### src/assert_macros.svh
// Assertion macros shared by the formatter RTL.
// Each macro takes a label, an antecedent, a consequent and a message; clk_i and rst_ni are implied.
`ifndef ASSERT_MACROS_SVH
`define ASSERT_MACROS_SVH

// The consequent must hold in the same cycle as the antecedent.
`define ASSERT_SAME(lbl, ante, cons, msg) \
  lbl: assert property (@(posedge clk_i) disable iff (!rst_ni) (ante) |-> (cons)) \
    else $error(msg);

// The consequent must hold in the cycle after the antecedent.
`define ASSERT_NEXT(lbl, ante, cons, msg) \
  lbl: assert property (@(posedge clk_i) disable iff (!rst_ni) (ante) |=> (cons)) \
    else $error(msg);

`endif

### src/itoa_fmt_pkg.sv
// Constants, command codes and the digit-to-character function of the integer formatter.
// Has no dependencies; the formatter top level refers to it by scoped names.
package itoa_fmt_pkg;

  localparam int VALUE_BITS = 64;
  localparam int NARROW_W   = (VALUE_BITS > 32) ? 32 : VALUE_BITS;

  localparam int DEC_DIGITS = (VALUE_BITS * 30103) / 100000 + 1;
  localparam int OCT_DIGITS = (VALUE_BITS + 2) / 3;
  localparam int HEX_DIGITS = (VALUE_BITS + 3) / 4;
  localparam int MAX_DIGITS = (OCT_DIGITS > DEC_DIGITS) ? OCT_DIGITS : DEC_DIGITS;

  // The BCD field is always the widest digit field.
  localparam int EM_W      = DEC_DIGITS * 4;
  localparam int OCT_SHIFT = EM_W - OCT_DIGITS * 3;
  localparam int HEX_SHIFT = EM_W - HEX_DIGITS * 4;

  localparam int DCNT_W = $clog2(MAX_DIGITS + 1);
  localparam int BCNT_W = $clog2(VALUE_BITS + 1);

  localparam logic [VALUE_BITS-1:0] NARROW_MASK = {VALUE_BITS{1'b1}} >> (VALUE_BITS - NARROW_W);

  localparam logic [2:0] CMD_SDEC = 3'd0;
  localparam logic [2:0] CMD_UDEC = 3'd1;
  localparam logic [2:0] CMD_OCT  = 3'd2;
  localparam logic [2:0] CMD_HEXL = 3'd3;
  localparam logic [2:0] CMD_HEXU = 3'd4;

  localparam logic [6:0] CHAR_ZERO  = 7'd48;
  localparam logic [6:0] CHAR_UPPER = 7'd65;
  localparam logic [6:0] CHAR_LOWER = 7'd97;
  localparam logic [6:0] CHAR_MINUS = 7'd45;
  localparam logic [6:0] CHAR_X     = 7'd120;
  localparam logic [6:0] DIGIT_TEN  = 7'd10;

  function automatic logic [6:0] digit_char(input logic [3:0] dig, input logic upper);
    logic [6:0] wide;
    wide = {3'b000, dig};
    if (wide < DIGIT_TEN) begin
      return CHAR_ZERO + wide;
    end
    return (upper ? CHAR_UPPER : CHAR_LOWER) + wide - DIGIT_TEN;
  endfunction

endpackage

### src/integer_to_ascii_formatter.sv
// Top level of the integer formatter: input decode, serial BCD conversion and character output.
// Depends on itoa_fmt_pkg and on assert_macros.svh.
//
// The block turns one number into ASCII text, one character per output transaction, most
// significant first, with last_char_o set on the final character. It takes one number at a
// time and holds in_stall_o high until the last character has been loaded into the output
// register. Decimal modes run a double-dabble loop over all value bits, one value bit per
// cycle, then drop leading zero digits at one per cycle, leave that step, and send one
// character per cycle while the output does not stall. Leading zeros and digits always add
// up to 20 for a decimal number, which may also get a minus sign. Octal and hex skip the
// conversion loop, drop leading zero digits at one per cycle, leave that step and then send
// their characters, hex with an optional 0x prefix. The next number is taken at the edge
// after the last character is loaded. The output side can stall at any time and simply
// pauses the character sequencer.

`include "assert_macros.svh"

module integer_to_ascii_formatter (
  input  logic        clk_i,
  input  logic        rst_ni,
  input  logic        in_valid_i,
  output logic        in_stall_o,
  input  logic [2:0]  cmd_i,
  input  logic [63:0] value_i,
  input  logic        narrow_i,
  input  logic        hex_prefix_i,
  output logic        out_valid_o,
  input  logic        out_stall_i,
  output logic [6:0]  ascii_char_o,
  output logic        last_char_o
);

  localparam int VB     = itoa_fmt_pkg::VALUE_BITS;
  localparam int EW     = itoa_fmt_pkg::EM_W;
  localparam int DCW    = itoa_fmt_pkg::DCNT_W;
  localparam int BCW    = itoa_fmt_pkg::BCNT_W;

  localparam logic [2:0] S_IDLE = 3'd0;
  localparam logic [2:0] S_CONV = 3'd1;
  localparam logic [2:0] S_SKIP = 3'd2;
  localparam logic [2:0] S_SIGN = 3'd3;
  localparam logic [2:0] S_P0   = 3'd4;
  localparam logic [2:0] S_PX   = 3'd5;
  localparam logic [2:0] S_DIG  = 3'd6;

  logic [2:0]     state_q, state_d;
  logic [EW-1:0]  em_q, em_d;
  logic [VB-1:0]  mag_q, mag_d;
  logic [BCW-1:0] bcnt_q, bcnt_d;
  logic [DCW-1:0] dcnt_q, dcnt_d;
  logic           neg_q, neg_d;
  logic           pfx_q, pfx_d;
  logic           oct_q, oct_d;
  logic           upper_q, upper_d;
  logic           out_valid_q, out_valid_d;
  logic [6:0]     out_char_q, out_char_d;
  logic           out_last_q, out_last_d;

  logic           in_accept;
  logic           out_free;
  logic           emit;
  logic [VB-1:0]  val_w;
  logic [VB-1:0]  sx;
  logic [VB-1:0]  sneg;
  logic           ssign;
  logic [EW-1:0]  adj;
  logic [3:0]     top_dig;
  logic [EW-1:0]  em_shift;

  assign in_stall_o = (state_q != S_IDLE);
  assign in_accept  = in_valid_i && !in_stall_o;
  assign out_free   = !out_valid_q || !out_stall_i;
  assign emit       = out_free && (state_q == S_SIGN || state_q == S_P0 ||
                                   state_q == S_PX || state_q == S_DIG);

  assign val_w = value_i[VB-1:0];
  assign sx    = narrow_i ? (val_w & itoa_fmt_pkg::NARROW_MASK) : val_w;
  assign ssign = narrow_i ? val_w[itoa_fmt_pkg::NARROW_W-1] : val_w[VB-1];
  assign sneg  = (~sx + VB'(1)) & (narrow_i ? itoa_fmt_pkg::NARROW_MASK : {VB{1'b1}});

  always_comb begin
    for (int i = 0; i < itoa_fmt_pkg::DEC_DIGITS; i++) begin
      adj[i*4 +: 4] = (em_q[i*4 +: 4] >= 4'd5) ? em_q[i*4 +: 4] + 4'd3 : em_q[i*4 +: 4];
    end
  end

  assign top_dig  = oct_q ? {1'b0, em_q[EW-1 -: 3]} : em_q[EW-1 -: 4];
  assign em_shift = oct_q ? (em_q << 3) : (em_q << 4);

  always_comb begin
    state_d     = state_q;
    em_d        = em_q;
    mag_d       = mag_q;
    bcnt_d      = bcnt_q;
    dcnt_d      = dcnt_q;
    neg_d       = neg_q;
    pfx_d       = pfx_q;
    oct_d       = oct_q;
    upper_d     = upper_q;
    out_valid_d = out_valid_q && out_stall_i;
    out_char_d  = out_char_q;
    out_last_d  = out_last_q;

    unique case (state_q)
      S_IDLE: begin
        if (in_accept) begin
          neg_d   = 1'b0;
          pfx_d   = 1'b0;
          oct_d   = 1'b0;
          upper_d = 1'b0;
          mag_d   = val_w;
          em_d    = '0;
          bcnt_d  = BCW'(VB);
          dcnt_d  = DCW'(itoa_fmt_pkg::DEC_DIGITS);
          state_d = S_CONV;
          unique case (cmd_i) inside
            itoa_fmt_pkg::CMD_SDEC: begin
              neg_d = ssign;
              mag_d = ssign ? sneg : sx;
            end
            itoa_fmt_pkg::CMD_OCT: begin
              oct_d   = 1'b1;
              em_d    = EW'(val_w) << itoa_fmt_pkg::OCT_SHIFT;
              dcnt_d  = DCW'(itoa_fmt_pkg::OCT_DIGITS);
              state_d = S_SKIP;
            end
            itoa_fmt_pkg::CMD_HEXL, itoa_fmt_pkg::CMD_HEXU: begin
              upper_d = (cmd_i == itoa_fmt_pkg::CMD_HEXU);
              pfx_d   = hex_prefix_i;
              em_d    = EW'(val_w) << itoa_fmt_pkg::HEX_SHIFT;
              dcnt_d  = DCW'(itoa_fmt_pkg::HEX_DIGITS);
              state_d = S_SKIP;
            end
            default: begin
            end
          endcase
        end
      end
      S_CONV: begin
        em_d   = {adj[EW-2:0], mag_q[VB-1]};
        mag_d  = mag_q << 1;
        bcnt_d = bcnt_q - BCW'(1);
        if (bcnt_q == BCW'(1)) begin
          state_d = S_SKIP;
        end
      end
      S_SKIP: begin
        if (top_dig == 4'd0 && dcnt_q > DCW'(1)) begin
          em_d   = em_shift;
          dcnt_d = dcnt_q - DCW'(1);
        end else if (neg_q) begin
          state_d = S_SIGN;
        end else if (pfx_q) begin
          state_d = S_P0;
        end else begin
          state_d = S_DIG;
        end
      end
      S_SIGN: begin
        if (emit) begin
          out_char_d = itoa_fmt_pkg::CHAR_MINUS;
          out_last_d = 1'b0;
          state_d    = S_DIG;
        end
      end
      S_P0: begin
        if (emit) begin
          out_char_d = itoa_fmt_pkg::CHAR_ZERO;
          out_last_d = 1'b0;
          state_d    = S_PX;
        end
      end
      S_PX: begin
        if (emit) begin
          out_char_d = itoa_fmt_pkg::CHAR_X;
          out_last_d = 1'b0;
          state_d    = S_DIG;
        end
      end
      S_DIG: begin
        if (emit) begin
          out_char_d = itoa_fmt_pkg::digit_char(top_dig, upper_q);
          out_last_d = (dcnt_q == DCW'(1));
          em_d       = em_shift;
          dcnt_d     = dcnt_q - DCW'(1);
          if (dcnt_q == DCW'(1)) begin
            state_d = S_IDLE;
          end
        end
      end
      default: begin
        state_d = S_IDLE;
      end
    endcase

    if (emit) begin
      out_valid_d = 1'b1;
    end
  end

  always_ff @(posedge clk_i or negedge rst_ni) begin
    if (!rst_ni) begin
      state_q     <= S_IDLE;
      bcnt_q      <= '0;
      dcnt_q      <= '0;
      out_valid_q <= 1'b0;
    end else begin
      state_q     <= state_d;
      bcnt_q      <= bcnt_d;
      dcnt_q      <= dcnt_d;
      out_valid_q <= out_valid_d;
    end
  end

  always_ff @(posedge clk_i) begin
    em_q       <= em_d;
    mag_q      <= mag_d;
    neg_q      <= neg_d;
    pfx_q      <= pfx_d;
    oct_q      <= oct_d;
    upper_q    <= upper_d;
    out_char_q <= out_char_d;
    out_last_q <= out_last_d;
  end

  assign out_valid_o  = out_valid_q;
  assign ascii_char_o = out_char_q;
  assign last_char_o  = out_last_q;

  `ASSERT_SAME(a_idle_no_digits, state_q == S_IDLE, dcnt_q == '0, "Idle with digits still pending.")
  `ASSERT_SAME(a_dig_has_count, state_q == S_DIG, dcnt_q != '0, "Digit state with empty digit count.")
  `ASSERT_SAME(a_conv_has_bits, state_q == S_CONV, bcnt_q != '0, "Conversion state with no bits left.")
  `ASSERT_NEXT(a_last_to_idle, emit && out_last_d, state_q == S_IDLE, "Last character did not end the number.")
  `ASSERT_NEXT(a_accept_busy, in_accept, state_q != S_IDLE, "Accepted transaction left the block idle.")

endmodule
### config.mk
export PLATFORM = sky130hd
export DESIGN_NAME = integer_to_ascii_formatter
export DESIGN_NICKNAME = d
export VERILOG_FILES = /design/src/itoa_fmt_pkg.sv /design/src/integer_to_ascii_formatter.sv
export VERILOG_INCLUDE_DIRS = /design/src /design/src/src
export SDC_FILE = /design/constraint.sdc
export NUM_CORES = 1
export LEC_CHECK = 0
export BUFFER_PORTS_ARGS = -buffer_cell sky130_fd_sc_hd__buf_2
export CAP_MARGIN = 20
export CORE_MARGIN = 1.5
export CORE_UTILIZATION = 40
export DETAILED_ROUTE_END_ITERATION = 7
export GPL_ROUTABILITY_DRIVEN = 0
export HOLD_SLACK_MARGIN = 0.1
export MAX_ROUTING_LAYER = met4
export PLACE_DENSITY = 0.56
export SETUP_SLACK_MARGIN = 0.02
export SLEW_MARGIN = 40
export SYNTH_ARGS = -nofsm -noshare
export SYNTH_HDL_FRONTEND = slang
export SYNTH_SLANG_ARGS = --single-unit
### constraint.sdc
create_clock -name clk_i -period 14.7 [get_ports clk_i]
set_clock_uncertainty 0.15 [all_clocks]
set_input_delay 2.205 -clock clk_i [delete_from_list [all_inputs] [get_ports clk_i]]
set_output_delay 2.205 -clock clk_i [all_outputs]
set_load 0.02 [all_outputs]
==> impl_metrics.toml, run 1 <==
[placement]
place_ws_ns = 9.42
dp_hpwl_um = 24500
place_area_um2 = 13400
dp_cells = 1765
io_buffers = 82

[job]
cap_violations = 0

[global_route]
grt_use_met3 = 0.0375
grt_first_pass_wirelength_um = 57900
grt-busiest-layer = "met2"
global_route.usage.met2 = 0.353
gr-total-overflow = 0
antenna_found_initial = 0
grt_pass1_vias = 10130
grt_max_degree = 85
grt_util_all_layers = 0.230
grtUsageMet1 = 0.309

[synth]
yosys.area.top_type_share = 0.370
synth.avg_cell_area_um2 = 9.25
synth_common_cells = "edfxtp_1 (156), o21ai_0 (137), nand2_1 (126)"
synth_area_leader_cell = "edfxtp_1"
synth_cells = 1369
ys_seq_elements = 172
synth-main-ff-cell = "edfxtp_1"
synthesis.area_um2 = 12700
ys_seq_area_frac = 0.402
synth_enable_flop_cells = 156
synthTopCellsByArea = "edfxtp_1 (37%), o21ai_0 (5.4%), mux2i_1 (5.1%)"
yosysMostFrequentCell = "edfxtp_1"
syn_nets = 1488
ys_warn_count = 0
synthDistinctLibCells = 69
synthArstFlopShare = 0.0930

[floorplanning]
die_h_um = 181
coreArea_um2 = 30800
die_area_um2 = 32700
num_io_pins = 83
initial_core_util = 0.411
rows = 64
dieWidth_um = 181

[worst_setup_path]
cp.required_ns = 14.76
path_class = "input port to flip-flop"
reg2reg_slack_ns = 10.78
worstReg2RegStart = "oct_q"
worstPathMaxFanout = 11
r2r-end = "em_q[57]"
rr_worst_depth = 9
critPathLaunch = "value_i[0]"
end_kind = "flip-flop"
cp-start-kind = "input port"
arrival_ns = 4.98
cp-endpoint = "mag_q[48]"

[clock_tree]
cts_sinks = 172
clockRootBuffer = "clkbuf_16"
h-tree-depth = 4
clkTransAtPathRegs_ns = 0.07
clk_latency_ns = 0.45
cts-buffers-inserted = 17
cts_setup_buffers = 0
cts_resized = 0
cts_tree = "done"
clock_path_buffers = 2
cts_hold_buf = 0

[power_and_ir_drop]
leakage_nw = 5.05
ir_worst_vdd_mv = 0.141
p_per_area_nw_per_um2 = 211
total_power_mw = 2.94

[outcome]
status = "finished, final reports clean"

[sta]
period_needed_ns = 4.92
hold_violations = 0
setup_viol = 0
tightest_slew_ns = 0.841
max_freq_ghz = 0.203
period_share = 0.335
rsz0062_at_grt = "no"
fin_tns_setup_ns = 0
finalMaxSlewViolations = 0
hold_ws_ns = 0.327
setup_slack_ns = 9.78
max-slew-margin-rel = 0.439

[finish]
multi_input_area_um2 = 7000
nets = 1507
layout-drive-gt1-share = 0.118
finalCoreUtilization = 0.452
instances_no_fill = 1797
seqCellArea_um2 = 5080
n_antenna_cell = 0
area_delta_synth_final_pct = 10.1
num-fill-cells = 2980
fin_area_um2 = 13900

[drt]
drc = 0
drt-total-wl_um = 36200
firstDrtPassIters = 5
vias_per_cell = 5.99
drtIter0Drc = 857
num_vias = 10772
ant_nets = 0
drt-wirelength-per-cell_um = 20.2

[min_path]
hold_class = "flip-flop to flip-flop"
## layout make-up
cell class | instances | share of cell area
multi-input cells | 1038 | 0.502
flip-flops and latches | 172 | 0.365
repair buffers | 98 | 0.0407
well taps | 396 | 0.0355
clock buffers | 17 | 0.0305
inverters | 61 | 0.0164
clock inverters | 15 | 0.00987
## worst min path at each step
stage                      to  cells past startpoint      start
detailed placement  bcnt_q[5]                      1  bcnt_q[5]
global placement    bcnt_q[5]                      1  bcnt_q[5]
global route        bcnt_q[5]                      1  bcnt_q[5]
finish              bcnt_q[5]                      1  bcnt_q[5]
CTS                 bcnt_q[5]                      1  bcnt_q[5]
floorplan           bcnt_q[5]                      1  bcnt_q[5]
## placed cells by master (no fill, tap or decap), types with 10 or more instances in the layout
cell / count
nor2_1: 78
xor2_1: 37
nor3_1: 30
or3_1: 10
inv_1: 60
dfrtp_1: 16
o22ai_1: 12
o21ai_0: 137
a22o_1: 27
a22oi_1: 62
o31ai_1: 10
nand2_1: 123
buf_2: 82
ha_1: 46
xnor2_1: 46
edfxtp_1: 156
nand2b_1: 23
buf_4: 11
o22a_1: 15
a21oi_1: 109
nor3b_1: 39
nand3_1: 18
nor4_1: 10
o221ai_1: 35
clkbuf_16: 17
mux2i_1: 65
a31oi_1: 10
## per-layer routing
metal,part of all wire,vias to the layer above
met2,0.47,351
met3,0.055,54
met5,0,-
li1,-,5190
met4,0.022,0
met1,0.46,5177
## cell families (layout without fill, tap and decap cells)
kind of cell	Yosys count	after routing	synth area share
adders and majority gates	46	46	0.0455
DFF	172	172	0.402
muxes	65	65	0.0514
xor gates and xnor gates	83	83	0.0574
AOI/OAI and AO/OA	464	464	0.236
and+or+nand+nor	380	380	0.158
buffers and inverters	159	191	0.0496
## critical path, cell delays in order
cell and delay [ns]:
buf_2 0.13, inv_1 0.08, ha_1 0.16, nor3b_1 0.61, nand2_1 0.47, nor3_1 0.43, a21oi_1 0.25, or3_1 0.39
a32o_1 0.24
## sequential cells by signal, summed over array words and instances, names as in the netlist
signal,flops
oct_q,1
upper_q,1
bcnt_q,7
mag_q,64
dcnt_q,5
pfx_q,1
last_char_o,1
em_q,80
neg_q,1
ascii_char_o,7
out_valid_o,1
state_q,3
## report_power, final
group	internal, mW	leakage [nW]	switching (mW)
Sequential	0.919	1.69	0.234
Combinational	0.503	3.08	0.825
Clock	0.237	0.277	0.220
Total	1.66	5.05	1.28
(Power assumes the default switching activity.)
==> run 2, diff against run 1 <==
--- a/config.mk
+++ b/config.mk
@@ -6,6 +6,7 @@
 export SDC_FILE = /design/constraint.sdc
 export NUM_CORES = 1
 export LEC_CHECK = 0
+export ABC_AREA = 1
 export BUFFER_PORTS_ARGS = -buffer_cell sky130_fd_sc_hd__buf_2
 export CAP_MARGIN = 20
 export CORE_MARGIN = 1.5
@@ -14,7 +15,7 @@
 export GPL_ROUTABILITY_DRIVEN = 0
 export HOLD_SLACK_MARGIN = 0.1
 export MAX_ROUTING_LAYER = met4
-export PLACE_DENSITY = 0.56
+export PLACE_DENSITY = 0.55
 export SETUP_SLACK_MARGIN = 0.02
 export SLEW_MARGIN = 40
 export SYNTH_ARGS = -nofsm -noshare
==> constraint.sdc (replaced) <==
create_clock -name clk_i -period 4.75 [get_ports clk_i]
set_clock_uncertainty 0.15 [all_clocks]
set_input_delay 0.7125 -clock clk_i [delete_from_list [all_inputs] [get_ports clk_i]]
set_output_delay 0.7125 -clock clk_i [all_outputs]
set_load 0.02 [all_outputs]
==> impl_metrics.toml, run 2 <==
[synth]
synth_top_family_by_area = "simple AND/OR/NAND/NOR gates"
synthMuxAreaShare = 0
ys_seq_area_frac = 0.384
synthAdderAreaFrac = 0.0435
synthArstFlopShare = 0.0930
synth-xor-area-share = 0.0245
synth-main-ff-cell = "edfxtp_1"
synth_area_leader_cell = "edfxtp_1"
synthTopCellsByArea = "edfxtp_1 (35%), nand2_1 (12%), o21ai_0 (8.9%)"
synthDistinctLibCells = 44
synth-compound-area-share = 0.206
synth.avg_cell_area_um2 = 7.24
synth_common_cells = "nand2_1 (414), o21ai_0 (236), inv_1 (207)"
synthSimpleGateAreaFrac = 0.249
synth_cells = 1829
ys_seq_elements = 172
yosys.area.top_type_share = 0.354
syn_nets = 1948
synth_enable_flop_cells = 156
synthesis.area_um2 = 13200
yosysMostFrequentCell = "nand2_1"
ys_warn_count = 0

[finish]
instances_no_fill = 2319
nets = 1983
layout-drive-gt1-share = 0.0964
regMostFlops = "em_q"
largest_reg_flops = 80
area_delta_synth_final_pct = 10.3
n_antenna_cell = 0
top_regs = "em_q (80), mag_q (64)"
mostFrequentLayoutCell = "nand2_1"
final_cell_mix = "nand2_1 (413), o21ai_0 (236), inv_1 (204)"

[global_route]
gr-total-overflow = 0
grt_util_all_layers = 0.250
antenna_found_initial = 0
grt_first_pass_wirelength_um = 64100
grt_max_degree = 81
grt_pass1_vias = 11787

[sta]
max_freq_ghz = 0.306
fin_tns_setup_ns = 0
finalMaxSlewViolations = 0
hold_violations = 0
max-slew-margin-rel = 0.537
period_share = 0.689
rsz0062_at_grt = "no"
period_needed_ns = 3.27
setup_viol = 0
tightest_slew_ns = 0.694

[drt]
drc = 0
drt-total-wl_um = 40600
drt-wirelength-per-cell_um = 17.5
drtIter0Drc = 1135
ant_nets = 0
num_vias = 12717
firstDrtPassIters = 6
vias_per_cell = 5.48

[power_and_ir_drop]
switching_share = 0.450
intPower_mw = 4.84
switchingPower_mw = 3.96
ir_worst_vdd_mv = 0.399
total_power_mw = 8.79
clkPwrFrac = 0.171
power_frac_comb = 0.449
p_per_area_nw_per_um2 = 602
leakage_nw = 6.25
seqPwrFrac = 0.380

[placement]
dp_cells = 2286
dp_hpwl_um = 29100
io_buffers = 82

[worst_setup_path]
path_class = "flip-flop to flip-flop"
end_kind = "flip-flop"
arrival_ns = 3.21
reg2reg_slack_ns = 1.48
cp.required_ns = 4.69
cp-start-kind = "flip-flop"
r2r-end = "em_q[27]"
worstPathMaxFanout = 80
rr_worst_depth = 10
worstReg2RegStart = "oct_q"

[clock_tree]
cts-buffers-inserted = 17
cts_tree = "done"
clkTransAtPathRegs_ns = 0.07
cts_hold_buf = 1
cts_sinks = 172
clock_path_buffers = 2
cts_setup_buffers = 0
h-tree-depth = 4
cts_resized = 0
clk_latency_ns = 0.45
clockRootBuffer = "clkbuf_16"

[floorplanning]
die_h_um = 185
die_area_um2 = 34200
initial_core_util = 0.407
dieWidth_um = 185
num_io_pins = 83
coreArea_um2 = 32500
rows = 66

[outcome]
status = "finished, final reports clean"

[min_path]
worstHoldStart = "bcnt_q[4]"
holdPathStages = 1
min_to = "bcnt_q[4]"
hold_class = "flip-flop to flip-flop"

[job]
cap_violations = 0
==> run 2: cell count changes after synthesis, moves of 50 or more <==
cell,delta
nand3_1,+134
a22oi_1,-62
o21ai_0,+99
inv_1,+147
nor2_1,+76
clkbuf_1,-50
nand2_1,+288
o22ai_1,+54
mux2i_1,-65
==> run 2: per-stage QoR <==
step                utilization  hold WS (ns)  setup WS, ns  cell area (um2)
detailed placement        0.429         0.321          1.57            14000
floorplan                     -         0.267         0.635            13200
global route              0.449         0.351          1.28            14600
global placement          0.428         0.308          1.63            13900
finish                    0.449         0.325          1.48            14600
CTS                       0.449         0.330          1.53            14600
==> run 2: worst max path at each step <==
stage	start	end	slack (ns)
final	oct_q	em_q[27]	1.48
after global routing	oct_q	em_q[63]	1.28
after CTS	oct_q	em_q[69]	1.53
after detailed placement	oct_q	em_q[57]	1.57
after global placement	cmd_i[0]	mag_q[32]	1.63
after floorplan	oct_q	em_q[0]	0.63
==> run 2: final cells by class <==
| type | count | area [um2] |
|---|---|---|
| well taps | 442 | 553 |
| inverters | 215 | 812 |
| clock inverters | 8 | 65.1 |
| repair buffers | 96 | 559 |
| flip-flops and latches | 172 | 5080 |
| clock buffers | 24 | 557 |
| multi-input cells | 1362 | 6970 |
| fillers | 3425 | 17900 |
==> run 2: metal layers <==
metal / vias to the layer above / GRT usage / part of all wire
li1: 6325 / - / -
met1: 5937 / 0.324 / 0.46
met2: 395 / 0.404 / 0.47
met3: 60 / 0.0344 / 0.048
met4: 0 / 0.0833 / 0.025
met5: - / - / 0
==> run 2: worst max-delay path, stage by stage (launching register included) <==
cell	delay, ns
edfxtp_1	0.58
buf_4	0.31
o21ai_0	0.39
ha_1	0.26
nand3_1	0.09
nor2_1	0.13
o21ai_0	0.09
nand2_1	0.09
nand2_1	0.10
a211oi_4	0.21
buf_12	0.36
==> run 2: power groups by stage <==
stage	registers, mW	clock network [mW]	logic (mW)
finish	3.34	1.51	3.95
global route	3.44	1.58	4.52
CTS	3.33	1.53	3.98
detailed placement	3.35	0	3.96
global placement	3.36	0	3.89
floorplan	3.28	0	2.88
==> run 2: cell families after synthesis <==
| logic type | after synthesis |
|---|---|
| XOR/XNOR | 37 |
| AO/OA/AOI/OAI | 499 |
| AND/OR/NAND/NOR | 780 |
| adder cells (fa/ha/maj) | 46 |
| buffers and inverters | 295 |
| flip-flops | 172 |
==> run 3, diff against run 2 <==
==> constraint.sdc (replaced) <==
create_clock -name clk_i -period 3.17 [get_ports clk_i]
set_clock_uncertainty 0.15 [all_clocks]
set_input_delay 0.4755 -clock clk_i [delete_from_list [all_inputs] [get_ports clk_i]]
set_output_delay 0.4755 -clock clk_i [all_outputs]
set_load 0.02 [all_outputs]
==> impl_metrics.toml, run 3 (synthesis gave the netlist of run 2 again) <==
[worst_setup_path]
cpMaxStageDelayCell = "edfxtp_1"
end_kind = "flip-flop"
cp-start-kind = "flip-flop"
r2r-end = "em_q[54]"
worstPathMaxFanout = 80
reg2reg_slack_ns = 0.50
cp_top_family = "flip-flops"
cpPeakStageDelay_ns = 0.55
critPathLaunch = "oct_q"
cp_cell_sequence = "nand2_1 -> o21ai_4 -> ha_4 -> nand3_2 -> nor2_1 -> o21ai_1 -> nand2_1 -> nand2_2 -> a211oi_4 -> buf_12"
cp.required_ns = 3.11
rr_worst_depth = 10
crit_top_cell = "nand2_1"
critPathBufInv = 1
arrival_ns = 2.61
path_class = "flip-flop to flip-flop"
worstReg2RegStart = "oct_q"

[sta]
period_share = 0.842
period_needed_ns = 2.67
hold_violations = 0
tightest_slew_ns = 0.701
finalMaxSlewViolations = 0
max_freq_ghz = 0.375
setup_viol = 0
max-slew-margin-rel = 0.533
rsz0062_at_grt = "no"

[clock_tree]
clock_path_buffers = 2
cts-buffers-inserted = 17
cts_tree = "done"
clk_latency_ns = 0.45
h-tree-depth = 4
cts_sinks = 172
cts_setup_buffers = 0
cts_resized = 0
clkTransAtPathRegs_ns = 0.08
clockRootBuffer = "clkbuf_16"

[global_route]
grtUsageMet1 = 0.333
grt-busiest-layer = "met2"
grt_max_degree = 88
grt_use_met3 = 0.0311
grt_first_pass_wirelength_um = 64700
antenna_found_initial = 0
global_route.usage.met2 = 0.396
grt_pass1_vias = 11936
grt_util_all_layers = 0.251
gr-total-overflow = 0

[floorplanning]
num_io_pins = 83
coreArea_um2 = 32500
initial_core_util = 0.407
rows = 66
die_area_um2 = 34200
die_h_um = 185
dieWidth_um = 185

[drt]
vias_per_cell = 5.47
drtIter0Drc = 1220
ant_nets = 0
drt-wirelength-per-cell_um = 17.4
drt-total-wl_um = 40600
firstDrtPassIters = 6
num_vias = 12735
drc = 0

[finish]
mostFrequentLayoutCell = "nand2_1"
largest_reg_flops = 80
n_antenna_cell = 0
layout-drive-gt1-share = 0.105
top_regs = "em_q (80), mag_q (64)"
area_delta_synth_final_pct = 11.2
regMostFlops = "em_q"
finalCoreUtilization = 0.452
final_cell_mix = "nand2_1 (412), o21ai_0 (232), inv_1 (203)"
instances_no_fill = 2329
nets = 1993

[min_path]
worstHoldStart = "out_stall_i"
min_to = "out_valid_o"
holdPathStages = 3
hold_class = "input port to flip-flop"

[power_and_ir_drop]
leakage_nw = 6.29
ir_worst_vdd_mv = 0.680
p_per_area_nw_per_um2 = 899

[placement]
dp_hpwl_um = 29500
io_buffers = 82
dp_cells = 2296

[job]
cap_violations = 0

[outcome]
status = "finished, final reports clean"
## run 3: cell count changes in the layout (fill, tap and decap cells not counted), sizes merged
cell	change
buf	+10
clkinvlp	+3
bufinv	+1
clkbuf	-7
clkinv	-4
inv	+7
## run 3: how the worst max path moves through the flow
stage                     slack [ns]        to  depth (start not counted)
final                           0.50  em_q[54]                         10
after detailed placement        0.51  em_q[57]                         10
after CTS                       0.50  em_q[58]                         10
after floorplan                -0.74   em_q[0]                          9
after global placement          0.12  em_q[16]                          8
after global routing            0.31  em_q[67]                         10
## run 3: per-layer routing
metal / vias up / wire (um)
li1: 6333 / -
met1: 5899 / 18300
met2: 446 / 18700
met3: 57 / 2490
met4: 0 / 1110
met5: - / 0
## run 3: layout make-up
type	instances	area, um2
Clock inverter	15	151
Timing Repair Buffer	106	688
Sequential cell	172	5080
Fill cell	3409	17800
Multi-Input combinational cell	1362	7010
Inverter	215	810
Clock buffer	17	425
Tap cell	442	553
## run 3: stage by stage
| stage | instance area, um2 | setup slack (ns) | setup TNS [ns] | power, mW | hold slack [ns] |
|---|---|---|---|---|---|
| floorplan | 13300 | -0.743 | -59.46 | 9.28 | 0.0299 |
| global placement | 14100 | 0.122 | 0 | 11.0 | 0.282 |
| detailed placement | 14100 | 0.507 | 0 | 11.1 | 0.278 |
| CTS | 14700 | 0.497 | 0 | 13.3 | 0.176 |
| global route | 14700 | 0.315 | 0 | 14.4 | 0.209 |
| finish | 14700 | 0.500 | 0 | 13.2 | 0.180 |
## run 3: report_power, final
part / internal, mW / leakage (nW) / switching [mW]
sequential: 4.22 / 1.73 / 0.775
combinational: 1.87 / 4.28 / 4.20
clock: 1.11 / 0.279 / 1.05
total: 7.21 / 6.29 / 6.03
## run 3: worst min-delay path: stages
cell     delay, ns
buf_2         0.08
nand2_1       0.09
nand3_1       0.10
## run 3: timing repair
action | 4_1_cts | 5_1_grt
setup endpoints to repair | 0 | 0
endpoints found under the hold margin | 16 | 0
hold buffers | 1 | 0
